[config.mk]
export PLATFORM = sky130hd
export DESIGN_NAME = pfd_queue
export DESIGN_NICKNAME = d
export VERILOG_FILES = /design/src/hw/rtl/pfd_queue.sv
export SDC_FILE = /design/constraint.sdc
export NUM_CORES = 1
export LEC_CHECK = 0
export BUFFER_PORTS_ARGS = -buffer_cell sky130_fd_sc_hd__buf_4
export CAP_MARGIN = 5
export CORE_MARGIN = 2
export CORE_UTILIZATION = 52
export DETAILED_ROUTE_END_ITERATION = 10
export PLACE_DENSITY = 0.79
export SLEW_MARGIN = 20
export SYNTH_ARGS = -nofsm -noshare
export SYNTH_HDL_FRONTEND = slang
export SYNTH_SLANG_ARGS = --single-unit
[constraint.sdc]
create_clock -name clk -period 3.85 [get_ports clk]
set_input_delay 0.77 -clock clk [delete_from_list [all_inputs] [get_ports clk]]
set_output_delay 0.77 -clock clk [all_outputs]
set_load 0.01 [all_outputs]
[src/hw/rtl/pfd_queue.sv]
// Two-item queue that decouples the hashing front from the frontier back end.
// No dependencies.
module pfd_queue #(
  parameter int W = 8
) (
  input  logic         clk,
  input  logic         rst,
  input  logic         in_valid,
  output logic         in_ready,
  input  logic [W-1:0] in_data,
  output logic         out_valid,
  input  logic         out_ready,
  output logic [W-1:0] out_data
);

  logic [W-1:0] mem [2];
  logic         wp;
  logic         rp;
  logic [1:0]   cnt;
  logic         push;
  logic         pop;

  assign in_ready  = cnt != 2'd2;
  assign out_valid = cnt != 2'd0;
  assign out_data  = mem[rp];
  assign push      = in_valid && in_ready;
  assign pop       = out_valid && out_ready;

  always_ff @(posedge clk) begin
    if (push) mem[wp] <= in_data;
  end

  always_ff @(posedge clk) begin
    if (rst) begin
      wp  <= 1'b0;
      rp  <= 1'b0;
      cnt <= 2'd0;
    end else begin
      if (push) wp <= ~wp;
      if (pop) rp <= ~rp;
      case ({push, pop})
        2'b10:   cnt <= cnt + 2'd1;
        2'b01:   cnt <= cnt - 2'd1;
        default: cnt <= cnt;
      endcase
    end
  end

endmodule

==> results of run 1 <==
-- path summary, 6_finish.rpt --
| kind | slack, ns | depth (start not counted) | start | end |
|---|---|---|---|---|
| worst max-delay path | 1.73 | 2 | flip-flop | out_data[1] |
| worst min-delay path | 0.53 | 2 | cnt[1] | cnt[1] |
| worst max register to register | 2.24 | 5 | cnt[0] | cnt[1] |
| worst min register to register | 0.53 | 2 | cnt[1] | cnt[1] |
-- final cells by class --
cell class / instances / area share
Clock buffer: 4 / 0.0263
Inverter: 1 / 0.00376
Multi-Input combinational cell: 26 / 0.210
Sequential cell: 21 / 0.582
Tap cell: 16 / 0.0201
Timing Repair Buffer: 21 / 0.158
-- placed cells by master (no fill, tap or decap) --
cell	netlist	final
or3_1	1	1
buf_4	0	21
and3_1	1	1
nand3b_1	1	1
ha_1	1	1
dfxtp_1	5	5
nand2b_1	1	1
o21ai_0	1	1
clkbuf_1	0	1
nor2_1	3	3
xor2_1	1	1
clkbuf_4	0	3
nand2_1	1	1
xnor2_1	2	2
mux2_2	8	8
a21bo_2	1	1
or2_2	1	1
a21oi_1	2	2
o21a_1	1	1
inv_1	1	1
edfxtp_1	16	16
-- where the power goes --
| part | internal (W) | switching, W | total, W |
|---|---|---|---|
| registers | 0.000292 | 0.0000312 | 0.000323 |
| logic | 0.000126 | 0.0000968 | 0.000223 |
| clock network | 0.0000403 | 0.0000588 | 0.0000991 |
| total | 0.000458 | 0.000187 | 0.000645 |
-- state kept, by name, summed over array words and instances (netlist names), named ones only --
signal	cells
mem	16
cnt	2
rp	1
wp	1
-- critical path: stages (launching register included) --
cell and delay [ns]:
dfxtp_1 0.54, mux2_2 0.38, buf_4 0.14
-- stage by stage --
step	hold WS (ns)	std cells	total power (W)	setup slack [ns]
2_1_floorplan	0.474	49	0.000460	2.12
3_3_place_gp	0.504	85	0.000546	1.99
3_5_place_dp	0.512	85	0.000554	1.95
4_1_cts	0.527	89	0.000654	1.70
5_1_grt	0.584	89	0.000687	1.63
6_report	0.530	89	0.000645	1.73
-- cells by family (layout without fill, tap and decap cells) --
| family | Yosys count | in the layout | synth area share |
|---|---|---|---|
| multiplexers | 8 | 8 | 0.113 |
| AO/OA/AOI/OAI | 5 | 5 | 0.0408 |
| adder cells (fa/ha/maj) | 1 | 1 | 0.0157 |
| AND/OR/NAND/NOR | 9 | 9 | 0.0596 |
| buffers and inverters | 2 | 26 | 0.0110 |
| XOR/XNOR | 3 | 3 | 0.0329 |
| flip-flops | 21 | 21 | 0.727 |
-- routing by layer --
metal | GRT usage | share of wire | vias up
met3 | 0.0511 | 0.039 | 0
met1 | 0.160 | 0.41 | 217
met5 | 0 | 0 | -
li1 | - | - | 226
met2 | 0.251 | 0.55 | 11
met4 | 0.0909 | 0 | 0
==> impl_metrics.toml, run 1 <==
[floorplan]
die-area_sq_mm = 0.00186
initial_core_util = 0.543
rows = 14
die_x_um = 43.2
die_h_um = 43.2
ios = 22
core_region_area_sq_mm = 0.00147

[route]
wl_per_cell_um = 13.7
drt-total-wl_mm = 1.22
vias = 454
postRouteAntennaNets = 0
viasPerCell = 5.10
drtIter0Drc = 9
drc = 0
first_pass_iters = 3

[sta]
fin_skew_ns = 0.00195
fin_crit_sh = 0.552
slew_headroom = 0.752
tightestPinTransition_ns = 0.372
hold_viol = 0
report.final.slew_viol_count = 0
rsz0062_at_grt = "no"
fin_setup_tns_ns = 0
setup-violations-final = 0
period_minus_slack_ns = 2.12
fmax_mhz = 471

[yosys]
ys_ff_latch = 21
yosys_warnings = 0
synth_cells = 49
synth_common_cells = "edfxtp_1 (16), mux2_2 (8), dfxtp_1 (5)"
synthesis.nets = 62
postSynthAreaPerCell_sq_um = 16.3
synth_edf_count = 16
synth_top_area_share = 0.602
ys_top_cells_by_area = "edfxtp_1 (60%), dfxtp_1 (13%), mux2_2 (11%)"
syn_area_sq_um = 798
ys.flop_type = "edfxtp_1"
yosysMostFrequentCell = "edfxtp_1"
yosys.area.top_type = "edfxtp_1"
seq_area_frac_synth = 0.727
synth_async_sr_flop_share = 0
synth_cell_types = 19

[run_status]
status = "finished, final reports clean"

[pwr]
p_per_area_mw_per_mm2 = 647
ir_drop_mv = 0.429
p_leak_nw = 0.393

[global_route]
first_global_vias = 459
grt_antenna_before_repair = 0
grt_pass1_wl_mm = 1.91
grt_overflow_total = 0
grt_start_max_net_pins = 12
grt_use_total = 0.150

[cells_and_area]
regArea_sq_um = 581
diodes = 0
fin_util = 0.678
fillers = 111
fin_area_sq_um = 997
multi_input_area_sq_um = 209
nets = 87
syn2layout_area_growth_pct = 24.9
drive_above_1_share = 0.466

[worst_setup_path]
cp.arrival_ns = 1.35
required_ns = 3.08
cp_max_fo = 8
critical_path_class = "flip-flop to output pin"
endpoint_kind = "output pin"
startpoint_type = "flip-flop"

[clocking]
clk_pin_slew_ns = 0.10
ctsResizeCount = 0
cts_buffers = 3
htree_levels = 1
clockBufferDepth = 2
clk_latency_ns = 0.29
cts_num_sinks = 21
postCtsSetupRepairBufs = 0
holdBufCountCts = 0
root_buffer = "clkbuf_4"
cts_tree = "yes"

[place]
place_area_sq_um = 971
place_hpwl_um = 912
globalplace.congestion = 0.679
numPortBuffers = 21

[hold_path]
hold_class = "flip-flop to flip-flop"

[flow_run]
drv_cap = 0
No activity file was read; power rests on OpenSTA's default activity.
==> run 2, diff against run 1 <==
--- a/config.mk
+++ b/config.mk
@@ -7,10 +7,11 @@
 export LEC_CHECK = 0
 export BUFFER_PORTS_ARGS = -buffer_cell sky130_fd_sc_hd__buf_4
 export CAP_MARGIN = 5
+export CORE_ASPECT_RATIO = 1.25
 export CORE_MARGIN = 2
-export CORE_UTILIZATION = 52
+export CORE_UTILIZATION = 48
 export DETAILED_ROUTE_END_ITERATION = 10
-export PLACE_DENSITY = 0.79
+export PLACE_DENSITY = 0.74
 export SLEW_MARGIN = 20
 export SYNTH_ARGS = -nofsm -noshare
 export SYNTH_HDL_FRONTEND = slang
==> constraint.sdc (replaced) <==
create_clock -name clk -period 2.1 [get_ports clk]
set_input_delay 0.42 -clock clk [delete_from_list [all_inputs] [get_ports clk]]
set_output_delay 0.42 -clock clk [all_outputs]
set_load 0.01 [all_outputs]
==> run 2 against run 1 <==
Clock skew increased by 0.0070 ns. Worst setup slack got worse by 1.4 ns. Highest routed layer is now met4. Die area increased by 7.7%. First-iteration DRC count decreased by 56%. Critical endpoint is now out_data[3]. Combinational power increased by 83%. Clock power increased by 87%. Via count increased by 4.2%. Wire length increased by 2.2%. Sequential power increased by 84%. Largest power group unchanged. Count of clock-buffer cells in the layout decreased by 1. Non-clock buffer count unchanged. Critical path depth unchanged.
==> impl_metrics.toml, run 2 (synthesized netlist as in run 1, its figures left out) <==
[run_status]
status = "finished, final reports clean"

[pwr]
p_int_w = 0.000837
p_sw_w = 0.000349
p_comb_frac = 0.343
p_per_area_mw_per_mm2 = 1180
p_leak_nw = 0.395
netSwitchingFraction = 0.294
seqPwrFrac = 0.501
pwr-share-clk = 0.156
ir_drop_mv = 0.691

[route]
vias = 473
drc = 0
drtIter0Drc = 4
postRouteAntennaNets = 0
first_pass_iters = 2
viasPerCell = 5.20
drt-total-wl_mm = 1.24
wl_per_cell_um = 13.7

[clocking]
holdBufCountCts = 0
cts_num_sinks = 21
postCtsSetupRepairBufs = 0
htree_levels = 1
root_buffer = "clkbuf_4"
cts_buffers = 3
cts_tree = "yes"
clk_latency_ns = 0.30
clk_pin_slew_ns = 0.11
ctsResizeCount = 0
clockBufferDepth = 2

[place]
place_area_sq_um = 973
numPortBuffers = 21
place_ws_ns = 0.514
place_hpwl_um = 912
globalplace.congestion = 0.664

[sta]
setup-violations-final = 0
fin_ws_ns = 0.294
fin_crit_sh = 0.860
fin_skew_ns = 0.00892
hold_viol = 0
fin_setup_tns_ns = 0
slew_headroom = 0.741
period_minus_slack_ns = 1.81
rsz0062_at_grt = "no"
tightestPinTransition_ns = 0.388
fmax_mhz = 554
report.final.slew_viol_count = 0

[cells_and_area]
regArea_sq_um = 581
nets = 87
fillers = 135
final_cell_mix = "buf_4 (21), edfxtp_1 (16), mux2_2 (8)"
diodes = 0
mostFrequentLayoutCell = "buf_4"
top_register = "mem"
drive_above_1_share = 0.479
largest_reg_flops = 16
fin_area_sq_mm = 0.00100
multi_input_area_sq_um = 209
syn2layout_area_growth_pct = 25.4
largestRegisters = "mem x16, cnt x2"

[floorplan]
core_region_area_sq_mm = 0.00156
ios = 22
die-area_sq_mm = 0.00201
die_h_um = 49.6
initial_core_util = 0.511
die_x_um = 40.5
rows = 16

[worst_setup_path]
startpoint_type = "flip-flop"
cp.arrival_ns = 1.39
critical_path_class = "flip-flop to output pin"
required_ns = 1.68
cp_max_fo = 8
endpoint_kind = "output pin"
worstReg2RegStart = "cnt[0]"

[global_route]
grt_start_max_net_pins = 13
grt_overflow_total = 0
grt_antenna_before_repair = 0
first_global_vias = 471
grt_pass1_wl_mm = 2.01
grt_use_total = 0.151

[hold_path]
hold_class = "input port to flip-flop"
holdCritStartpoint = "in_data[3]"

[flow_run]
drv_cap = 0
-- run 2: cell types whose count changed in the layout (fill, tap and decap cells not counted) --
| cell | change |
|---|---|
| clkbuf_1 | -1 |
| clkinv_2 | +1 |
-- run 2: cell type report --
class                      instances  area share
clock inverter                     1     0.00500
multi-input combinational         26       0.209
inverter                           1     0.00375
timing repair buffer              21       0.157
clock buffer                       3      0.0225
tap                               18      0.0225
sequential                        21       0.580
-- run 2: worst max-delay path: stages, from the launching register on --
cell and delay [ns]:
dfxtp_1 0.56, mux2_2 0.39, buf_4 0.14
-- run 2: metrics by stage --
stage               power [W]  cells  utilization  hold slack, ns
finish                0.00119     91        0.641           0.296
global placement     0.000998     87        0.623           0.499
floorplan            0.000843     49            -           0.474
CTS                   0.00120     91        0.641           0.288
detailed placement    0.00101     87        0.623           0.512
global route          0.00126     91        0.641           0.276
-- run 2: path summary, 6_finish.rpt --
path | to | slack, ns | cells after the start
worst max register to register | cnt[1] | 0.48 | 5
worst min-delay path | mem[1][3] | 0.30 | 1
worst max-delay path | out_data[3] | 0.29 | 2
worst min register to register | cnt[1] | 0.54 | 2
-- run 2: power by group through the flow --
| stage | clock network [W] | registers [W] | logic, W |
|---|---|---|---|
| after global routing | 0.000209 | 0.000607 | 0.000444 |
| after CTS | 0.000190 | 0.000596 | 0.000411 |
| after floorplan | 0 | 0.000571 | 0.000272 |
| after detailed placement | 0 | 0.000605 | 0.000409 |
| after global placement | 0 | 0.000599 | 0.000399 |
| final | 0.000185 | 0.000594 | 0.000407 |
-- run 2: metal layers --
layer	part of all wire	wire [um]	up-vias	GRT usage
li1	-	-	227	-
met1	0.43	529	228	0.176
met2	0.51	631	16	0.238
met3	0.059	74	2	0.0405
met4	0.0072	9	0	0.0833
met5	0	0	-	0
