## config.mk

```make
export PLATFORM = sky130hd
export DESIGN_NAME = pfd_front_flat
export DESIGN_NICKNAME = d
export VERILOG_FILES = /design/src/hw/rtl/pfd_pkg.sv /design/src/hw/rtl/pfd_ifs.sv /design/src/hw/rtl/pfd_front.sv /design/src/flat_wrapper.sv
export SDC_FILE = /design/constraint.sdc
export NUM_CORES = 2
export LEC_CHECK = 0
export ABC_AREA = 1
export BUFFER_PORTS_ARGS = -buffer_cell sky130_fd_sc_hd__buf_2
export CELL_PAD_IN_SITES_DETAIL_PLACEMENT = 0
export CELL_PAD_IN_SITES_GLOBAL_PLACEMENT = 1
export CORE_AREA = 2 2 548 550
export DETAILED_ROUTE_END_ITERATION = 6
export DIE_AREA = 0 0 550 552
export PLACE_DENSITY = 0.47
export SYNTH_ARGS = -nofsm -noshare
export SYNTH_HDL_FRONTEND = slang
export SYNTH_SLANG_ARGS = --single-unit
```

## constraint.sdc

```tcl
create_clock -name clk -period 35 [get_ports clk]
set_input_delay 1.75 -clock clk [delete_from_list [all_inputs] [get_ports clk]]
set_output_delay 1.75 -clock clk [all_outputs]
set_load 0.01 [all_outputs]
```

## src/hw/rtl/pfd_pkg.sv

```systemverilog
// Package for the Pareto frontier filter with fingerprint de-duplication.
// Holds shared types, state encodings, hash constants and cost compare functions.
// No dependencies.
package pfd_pkg;

  localparam int METRIC_DIMS = 10;
  localparam int MET_W = 64 * METRIC_DIMS;

  localparam logic [63:0] MIX_C1 = 64'hbf58476d1ce4e5b9;
  localparam logic [63:0] MIX_C2 = 64'h94d049bb133111eb;
  localparam int MIX_S1 = 30;
  localparam int MIX_S2 = 27;
  localparam int MIX_S3 = 31;
  localparam logic [63:0] SIGN_BIAS = 64'h8000000000000000;

  typedef enum logic [2:0] {
    ST_ADDED     = 3'd0,
    ST_DUP       = 3'd1,
    ST_DOMINATED = 3'd2,
    ST_MISMATCH  = 3'd3,
    ST_FULL      = 3'd4,
    ST_IGNORED   = 3'd5
  } status_t;

  typedef enum logic {
    KIND_STATUS = 1'b0,
    KIND_LIST   = 1'b1
  } kind_t;

  typedef struct packed {
    logic [63:0]      fp;
    logic [MET_W-1:0] met;
    logic             last;
  } cand_t;

  typedef struct packed {
    kind_t       kind;
    status_t     status;
    logic [31:0] index;
    logic [5:0]  removed;
    logic [5:0]  fsize;
    logic [6:0]  uniq;
    logic [31:0] dup;
    logic [31:0] dom;
    logic        last;
  } res_t;

  typedef enum logic [1:0] {
    F_IDLE,
    F_MUL,
    F_MOD,
    F_PUSH
  } front_state_t;

  typedef enum logic [3:0] {
    B_CLR,
    B_IDLE,
    B_P_SLOT,
    B_P_ENT,
    B_P_CHK,
    B_MM,
    B_W1,
    B_W2,
    B_APPEND,
    B_EMIT,
    B_L1,
    B_L2,
    B_L3
  } back_state_t;

  function automatic logic dominates(input logic [MET_W-1:0] a, input logic [MET_W-1:0] b);
    logic no_worse;
    logic better;
    no_worse = 1'b1;
    better   = 1'b0;
    for (int d = 0; d < METRIC_DIMS; d++) begin
      if (a[64*d +: 64] > b[64*d +: 64]) no_worse = 1'b0;
      if (a[64*d +: 64] < b[64*d +: 64]) better = 1'b1;
    end
    return no_worse && better;
  endfunction

  function automatic logic costs_equal(input logic [MET_W-1:0] a, input logic [MET_W-1:0] b);
    return a == b;
  endfunction

  function automatic logic [31:0] sat_inc(input logic [31:0] x);
    return (x != 32'hFFFFFFFF) ? x + 32'd1 : x;
  endfunction

endpackage

```

## src/hw/rtl/pfd_ifs.sv

```systemverilog
// Channel interfaces for the Pareto frontier filter: candidate in, result out.
// Depends on nothing; valid/ready handshake with payload fields.
interface pfd_cand_if;
  logic               valid;
  logic               ready;
  logic [63:0]        fingerprint;
  logic signed [63:0] latency_cost;
  logic signed [63:0] preparation_cost;
  logic signed [63:0] persistent_size;
  logic signed [63:0] transient_size;
  logic signed [63:0] update_cost;
  logic signed [63:0] layout_cost;
  logic signed [63:0] forward_loss;
  logic signed [63:0] transpose_loss;
  logic signed [63:0] contraction_loss;
  logic signed [63:0] reuse_penalty;
  logic               last_candidate;

  modport source (
    output valid, fingerprint, latency_cost, preparation_cost, persistent_size,
           transient_size, update_cost, layout_cost, forward_loss, transpose_loss,
           contraction_loss, reuse_penalty, last_candidate,
    input  ready
  );
  modport sink (
    input  valid, fingerprint, latency_cost, preparation_cost, persistent_size,
           transient_size, update_cost, layout_cost, forward_loss, transpose_loss,
           contraction_loss, reuse_penalty, last_candidate,
    output ready
  );
endinterface


```

## src/hw/rtl/pfd_front.sv

```systemverilog
// Front end: accepts a candidate, mixes its fingerprint and reduces it to a start slot.
// Depends on pfd_pkg and pfd_cand_if.
module pfd_front
  import pfd_pkg::*;
#(
  parameter int HASH_SLOTS = 64,
  localparam int SW = (HASH_SLOTS > 1) ? $clog2(HASH_SLOTS) : 1,
  localparam int RW = $clog2(HASH_SLOTS) + 1
) (
  input  logic          clk,
  input  logic          rst,
  input  logic          en,
  pfd_cand_if.sink      cand,
  output logic          q_valid,
  input  logic          q_ready,
  output cand_t         q_item,
  output logic [SW-1:0] q_start
);

  front_state_t  state;
  front_state_t  state_next;
  logic [63:0]   v;
  logic [63:0]   acc;
  logic [1:0]    mcnt;
  logic          rnd;
  logic [RW-1:0] r;
  logic [RW-1:0] r_next;
  logic [3:0]    dcnt;
  cand_t         item;
  logic [SW-1:0] start;
  logic [63:0]   c;
  logic [31:0]   op_a;
  logic [31:0]   op_b;
  logic [63:0]   prod;
  logic [63:0]   mixed;
  logic [63:0]   folded;
  logic          accept;

  assign cand.ready = (state == F_IDLE) && en;
  assign accept     = cand.valid && cand.ready;
  assign q_valid    = state == F_PUSH;
  assign q_item     = item;
  assign q_start    = start;

  assign c = rnd ? MIX_C2 : MIX_C1;

  always_comb begin
    case (mcnt)
      2'd0: begin
        op_a = v[31:0];
        op_b = c[31:0];
      end
      2'd1: begin
        op_a = v[31:0];
        op_b = c[63:32];
      end
      default: begin
        op_a = v[63:32];
        op_b = c[31:0];
      end
    endcase
  end

  assign prod   = op_a * op_b;
  assign mixed  = {acc[63:32] + prod[31:0], acc[31:0]};
  assign folded = rnd ? (mixed ^ (mixed >> MIX_S3)) : (mixed ^ (mixed >> MIX_S2));

  always_comb begin
    logic [RW-1:0] t;
    r_next = r;
    for (int k = 0; k < 4; k++) begin
      t = (r_next << 1) | RW'(v[63-k]);
      r_next = (t >= RW'(HASH_SLOTS)) ? t - RW'(HASH_SLOTS) : t;
    end
  end

  always_comb begin
    state_next = state;
    case (state)
      F_IDLE:  if (accept) state_next = F_MUL;
      F_MUL:   if (mcnt == 2'd2 && rnd) state_next = F_MOD;
      F_MOD:   if (dcnt == 4'd15) state_next = F_PUSH;
      F_PUSH:  if (q_ready) state_next = F_IDLE;
      default: state_next = F_IDLE;
    endcase
  end

  always_ff @(posedge clk) begin
    if (rst) state <= F_IDLE;
    else state <= state_next;
  end

  always_ff @(posedge clk) begin
    case (state)
      F_IDLE: begin
        if (accept) begin
          item.fp   <= cand.fingerprint;
          item.last <= cand.last_candidate;
          item.met  <= {cand.reuse_penalty ^ SIGN_BIAS, cand.contraction_loss ^ SIGN_BIAS,
                        cand.transpose_loss ^ SIGN_BIAS, cand.forward_loss ^ SIGN_BIAS,
                        cand.layout_cost ^ SIGN_BIAS, cand.update_cost ^ SIGN_BIAS,
                        cand.transient_size ^ SIGN_BIAS, cand.persistent_size ^ SIGN_BIAS,
                        cand.preparation_cost ^ SIGN_BIAS, cand.latency_cost ^ SIGN_BIAS};
          v    <= cand.fingerprint ^ (cand.fingerprint >> MIX_S1);
          mcnt <= 2'd0;
          rnd  <= 1'b0;
        end
      end
      F_MUL: begin
        case (mcnt)
          2'd0:    acc <= prod;
          2'd1:    acc[63:32] <= acc[63:32] + prod[31:0];
          default: begin
            v <= folded;
            rnd <= 1'b1;
          end
        endcase
        mcnt <= (mcnt == 2'd2) ? 2'd0 : mcnt + 2'd1;
        r    <= '0;
        dcnt <= 4'd0;
      end
      F_MOD: begin
        r    <= r_next;
        v    <= v << 4;
        dcnt <= dcnt + 4'd1;
        if (dcnt == 4'd15) start <= r_next[SW-1:0];
      end
      default: begin
      end
    endcase
  end

endmodule

```

## src/flat_wrapper.sv

```systemverilog
// flat-port wrapper written by rule: the top's interface ports become plain ports
module pfd_front_flat import pfd_pkg::*;
#(
  parameter int HASH_SLOTS = 64,
  localparam int SW = (HASH_SLOTS > 1) ? $clog2(HASH_SLOTS) : 1,
  localparam int RW = $clog2(HASH_SLOTS) + 1
)
  (clk, rst, en, q_valid, q_ready, q_item, q_start, cand_valid, cand_fingerprint, cand_latency_cost, cand_preparation_cost, cand_persistent_size, cand_transient_size, cand_update_cost, cand_layout_cost, cand_forward_loss, cand_transpose_loss, cand_contraction_loss, cand_reuse_penalty, cand_last_candidate, cand_ready);
  pfd_cand_if cand_i ();
  input  logic clk;
  input  logic rst;
  input  logic en;
  output logic q_valid;
  input  logic q_ready;
  output cand_t q_item;
  output logic [SW-1:0] q_start;
  input wire logic [$bits(cand_i.valid)-1:0] cand_valid;
  input wire logic [$bits(cand_i.fingerprint)-1:0] cand_fingerprint;
  input wire logic [$bits(cand_i.latency_cost)-1:0] cand_latency_cost;
  input wire logic [$bits(cand_i.preparation_cost)-1:0] cand_preparation_cost;
  input wire logic [$bits(cand_i.persistent_size)-1:0] cand_persistent_size;
  input wire logic [$bits(cand_i.transient_size)-1:0] cand_transient_size;
  input wire logic [$bits(cand_i.update_cost)-1:0] cand_update_cost;
  input wire logic [$bits(cand_i.layout_cost)-1:0] cand_layout_cost;
  input wire logic [$bits(cand_i.forward_loss)-1:0] cand_forward_loss;
  input wire logic [$bits(cand_i.transpose_loss)-1:0] cand_transpose_loss;
  input wire logic [$bits(cand_i.contraction_loss)-1:0] cand_contraction_loss;
  input wire logic [$bits(cand_i.reuse_penalty)-1:0] cand_reuse_penalty;
  input wire logic [$bits(cand_i.last_candidate)-1:0] cand_last_candidate;
  output wire logic [$bits(cand_i.ready)-1:0] cand_ready;
  assign cand_i.valid = cand_valid;
  assign cand_i.fingerprint = cand_fingerprint;
  assign cand_i.latency_cost = cand_latency_cost;
  assign cand_i.preparation_cost = cand_preparation_cost;
  assign cand_i.persistent_size = cand_persistent_size;
  assign cand_i.transient_size = cand_transient_size;
  assign cand_i.update_cost = cand_update_cost;
  assign cand_i.layout_cost = cand_layout_cost;
  assign cand_i.forward_loss = cand_forward_loss;
  assign cand_i.transpose_loss = cand_transpose_loss;
  assign cand_i.contraction_loss = cand_contraction_loss;
  assign cand_i.reuse_penalty = cand_reuse_penalty;
  assign cand_i.last_candidate = cand_last_candidate;
  assign cand_ready = cand_i.ready;
  pfd_front #(.HASH_SLOTS(HASH_SLOTS)) u_core (.clk(clk), .rst(rst), .en(en), .cand(cand_i), .q_valid(q_valid), .q_ready(q_ready), .q_item(q_item), .q_start(q_start));
endmodule
```

==> impl_metrics.csv <==
group,metric,value,unit
cts,cts_resized,0,
critical_path,worst_setup_path_start_kind,"flop",
floorplan,die_h,552,µm
cts,cts_buffers,117,
cts,clk_pin_slew_worst_paths,0.06,ns
layout,fin_util,25.8,%
critical_path,r2r-start,"u_core.mcnt[1]",
routing,wl_per_cell,48.4,µm
grt,gr-total-overflow,0,
grt,grt_max_degree,163,
timing,worstMarginPinSlew,1.24,ns
place,place.gp.congestion,1.06,
yosys,ys_ff_latch,850,
cts,cts-root-buf,"clkbuf_16",
layout,drive_gt1_share,26.1,%
cts,h-tree-depth,3,
critical_path,critPathCaptureType,"flop",
yosys,yosysSeqAreaShare,42.2,%
cts,cts_tree,"yes",
status,outcome,"completed",
cts,postCtsSetupRepairBufs,0,
grt,antenna_found_initial,438,
grt,grt_pass1_wl,644,mm
yosys,syn-cell-area,60400,µm²
job,maxCapViolCount,0,
grt,grt_usage,34.4,%
place,hpwl,475,mm
yosys,yosys_warnings,0,
layout,syn2layout_area_growth,27.5,%
floorplan,die_area,304000,µm²
critical_path,cp.arrival,13.28,ns
critical_path,ff2ff_path_depth,39,
critical_path,crit_type,"flop to flop",
floorplan,coreArea,298000,µm²
timing,fin_skew,0.105,ns
floorplan,num_rows,201,
routing,drt_iter0_markers,6875,
layout,nNetsFinal,8613,
timing,fin_crit,12.61,ns
yosys,syn-num-nets,7110,
critical_path,max_stage_delay,0.87,ns
place,dp_cells,10600,
yosys,synth_edf_count,848,
routing,via_per_inst,4.74,
cts,holdBufCountCts,0,
floorplan,initial_core_util,20.3,%
place,numPortBuffers,1422,
yosys,async_reset_ff_share,0,%
hold_path,hold_depth,0,
critical_path,crit_required,35.66,ns
critical_path,r2r-end,"u_core.v[32]",
critical_path,crit_path_top_delay_cell,"xor2_1",
cts,clk_path_buf_depth,4,
timing,setup_ws,22.39,ns
place,dpl_worst_slack,22.41,ns
yosys,ys_types,55,
timing,fmax,79.3,MHz
cts,cts_sinks,850,
timing,rsz0062_at_grt,"no",
yosys,synth-main-ff-cell,"edfxtp_1",
hold_path,holdPathEnd,"u_core.q_start[5]",
timing,hold_viol_final,0,
layout,finalNonFillerCells,11000,
routing,antenna_left,0,
timing,fin_crit_sh,36.0,%
floorplan,dieWidth,550,µm
yosys,syn-mean-instance-area,11.6,µm²
grt,grt_pass1_vias,48800,
critical_path,crit_path_frequent_cell,"fa_1",
routing,drc,0,
critical_path,cp_max_fo,34,
routing,totalWireLength,535,mm
yosys,netlist_instances,5210,
hold_path,hp-start,"u_core.r[1]",
hold_path,hold_class,"flop to flop",
timing,timing.final.setup_violations,0,
floorplan,io-pin-count,1423,
timing,report.final.slew_viol_count,0,
cts,clock_insertion_delay_worst_skew,0.90,ns
critical_path,regToRegSetupSlack,22.39,ns
timing,relSlewSlack,16.5,%
timing,fin_setup_tns,0,ns
routing,firstDrtPassIters,5,
routing,vias,52300,
through the flow:
stage	hold slack (ns)	cell area, µm²
finish	0.417	77000
global route	0.441	76500
CTS	0.422	76400
detailed placement	0.418	72700
global placement	0.412	72700
floorplan	0.400	60400
cell families after synthesis:
kind of cell	Yosys count	share of synthesized area (%)
XOR/XNOR	97	1.44
AO/OA/AOI/OAI	483	4.74
AND/OR/NAND/NOR	1286	8.78
adder cells (fa/ha/maj)	1190	34.7
buffers and inverters	1304	8.14
flip-flops	850	42.2
cell type report:
type / count / area, µm²
Fill cell: 32200 / 221000
Multi-Input combinational cell: 3056 / 30100
Sequential cell: 850 / 25500
Timing Repair Buffer: 1504 / 7740
Tap cell: 3958 / 4950
Inverter: 1184 / 4450
Clock buffer: 137 / 3000
Antenna cell: 275 / 688
Clock inverter: 70 / 623
cells in the final DEF (no fill, tap or decap), types with 6 or more instances in the layout:
cell type	instances
a21boi_0	6
a21o_1	18
a21oi_1	165
a21oi_2	11
a22oi_1	15
a31oi_1	14
buf_2	1422
buf_4	81
bufinv_16	10
clkbuf_1	20
clkbuf_16	117
clkinv_1	26
clkinv_2	30
diode_2	275
edfxtp_1	848
fa_1	809
ha_1	379
inv_1	1169
inv_2	10
nand2_1	543
nand2_2	19
nand3_1	140
nand3_2	7
nand3b_1	14
nand4_1	7
nor2_1	488
nor3_1	22
o211ai_1	16
o21a_1	9
o21ai_0	126
o21ai_1	38
o21ai_2	13
o21bai_1	12
o221ai_1	15
or2_1	13
or2_2	15
xnor2_1	42
xor2_1	52
per-layer routing:
layer  global-route usage, %  wire (µm)  part of all wire, %
met5                       0       1150                 0.22
met2                    49.8     223000                   42
met1                    49.0     244000                   46
met3                    11.6      51800                  9.7
met4                    7.49      14000                  2.6
worst max path at each step:
| stage | from | to | slack, ns | cells after the start |
|---|---|---|---|---|
| CTS | u_core.mcnt[1] | u_core.v[32] | 22.42 | 39 |
| floorplan | en | u_core.q_item[0] | 2.22 | 2 |
| global placement | u_core.mcnt[1] | u_core.v[32] | 22.24 | 39 |
| global route | u_core.mcnt[1] | u_core.v[36] | 21.95 | 43 |
| detailed placement | u_core.mcnt[1] | u_core.v[32] | 22.41 | 39 |
| finish | u_core.mcnt[1] | u_core.v[32] | 22.39 | 39 |
flip-flops by register name (all words and copies together) (netlist names):
| signal | cells |
|---|---|
| u_core.acc | 64 |
| u_core.dcnt | 4 |
| u_core.mcnt | 2 |
| u_core.q_item | 705 |
| u_core.q_start | 6 |
| u_core.r | 2 |
| u_core.rnd | 1 |
| u_core.state | 2 |
| u_core.v | 64 |
cells in the mapped netlist, drive strengths merged (17+ instances only):
cell	count	area (µm²)
a21o	19	150
ha	381	4770
nor2	495	1860
or2	29	181
xnor2	43	384
a22oi	18	150
a21oi	178	955
clkbuf	92	345
nand3	147	771
nand2	562	2150
fa	809	16200
inv	1180	4430
edfxtp	848	25500
buf	28	130
xor2	54	488
o21ai	179	922
o211ai	17	133
nor3	26	150
worst max-delay path, delay by kind of cell (launching register included):
family	cells	cell delay, ns
xor gates and xnor gates	1	0.87
AOI/OAI and AO/OA	5	1.63
DFF	1	0.40
buffers and inverters	12	1.86
adders and majority gates	11	5.56
and+or+nand+nor	10	2.02
Power is not shown: default switching activity piles up to over one toggle a cycle in this logic, so the estimate is an artifact.
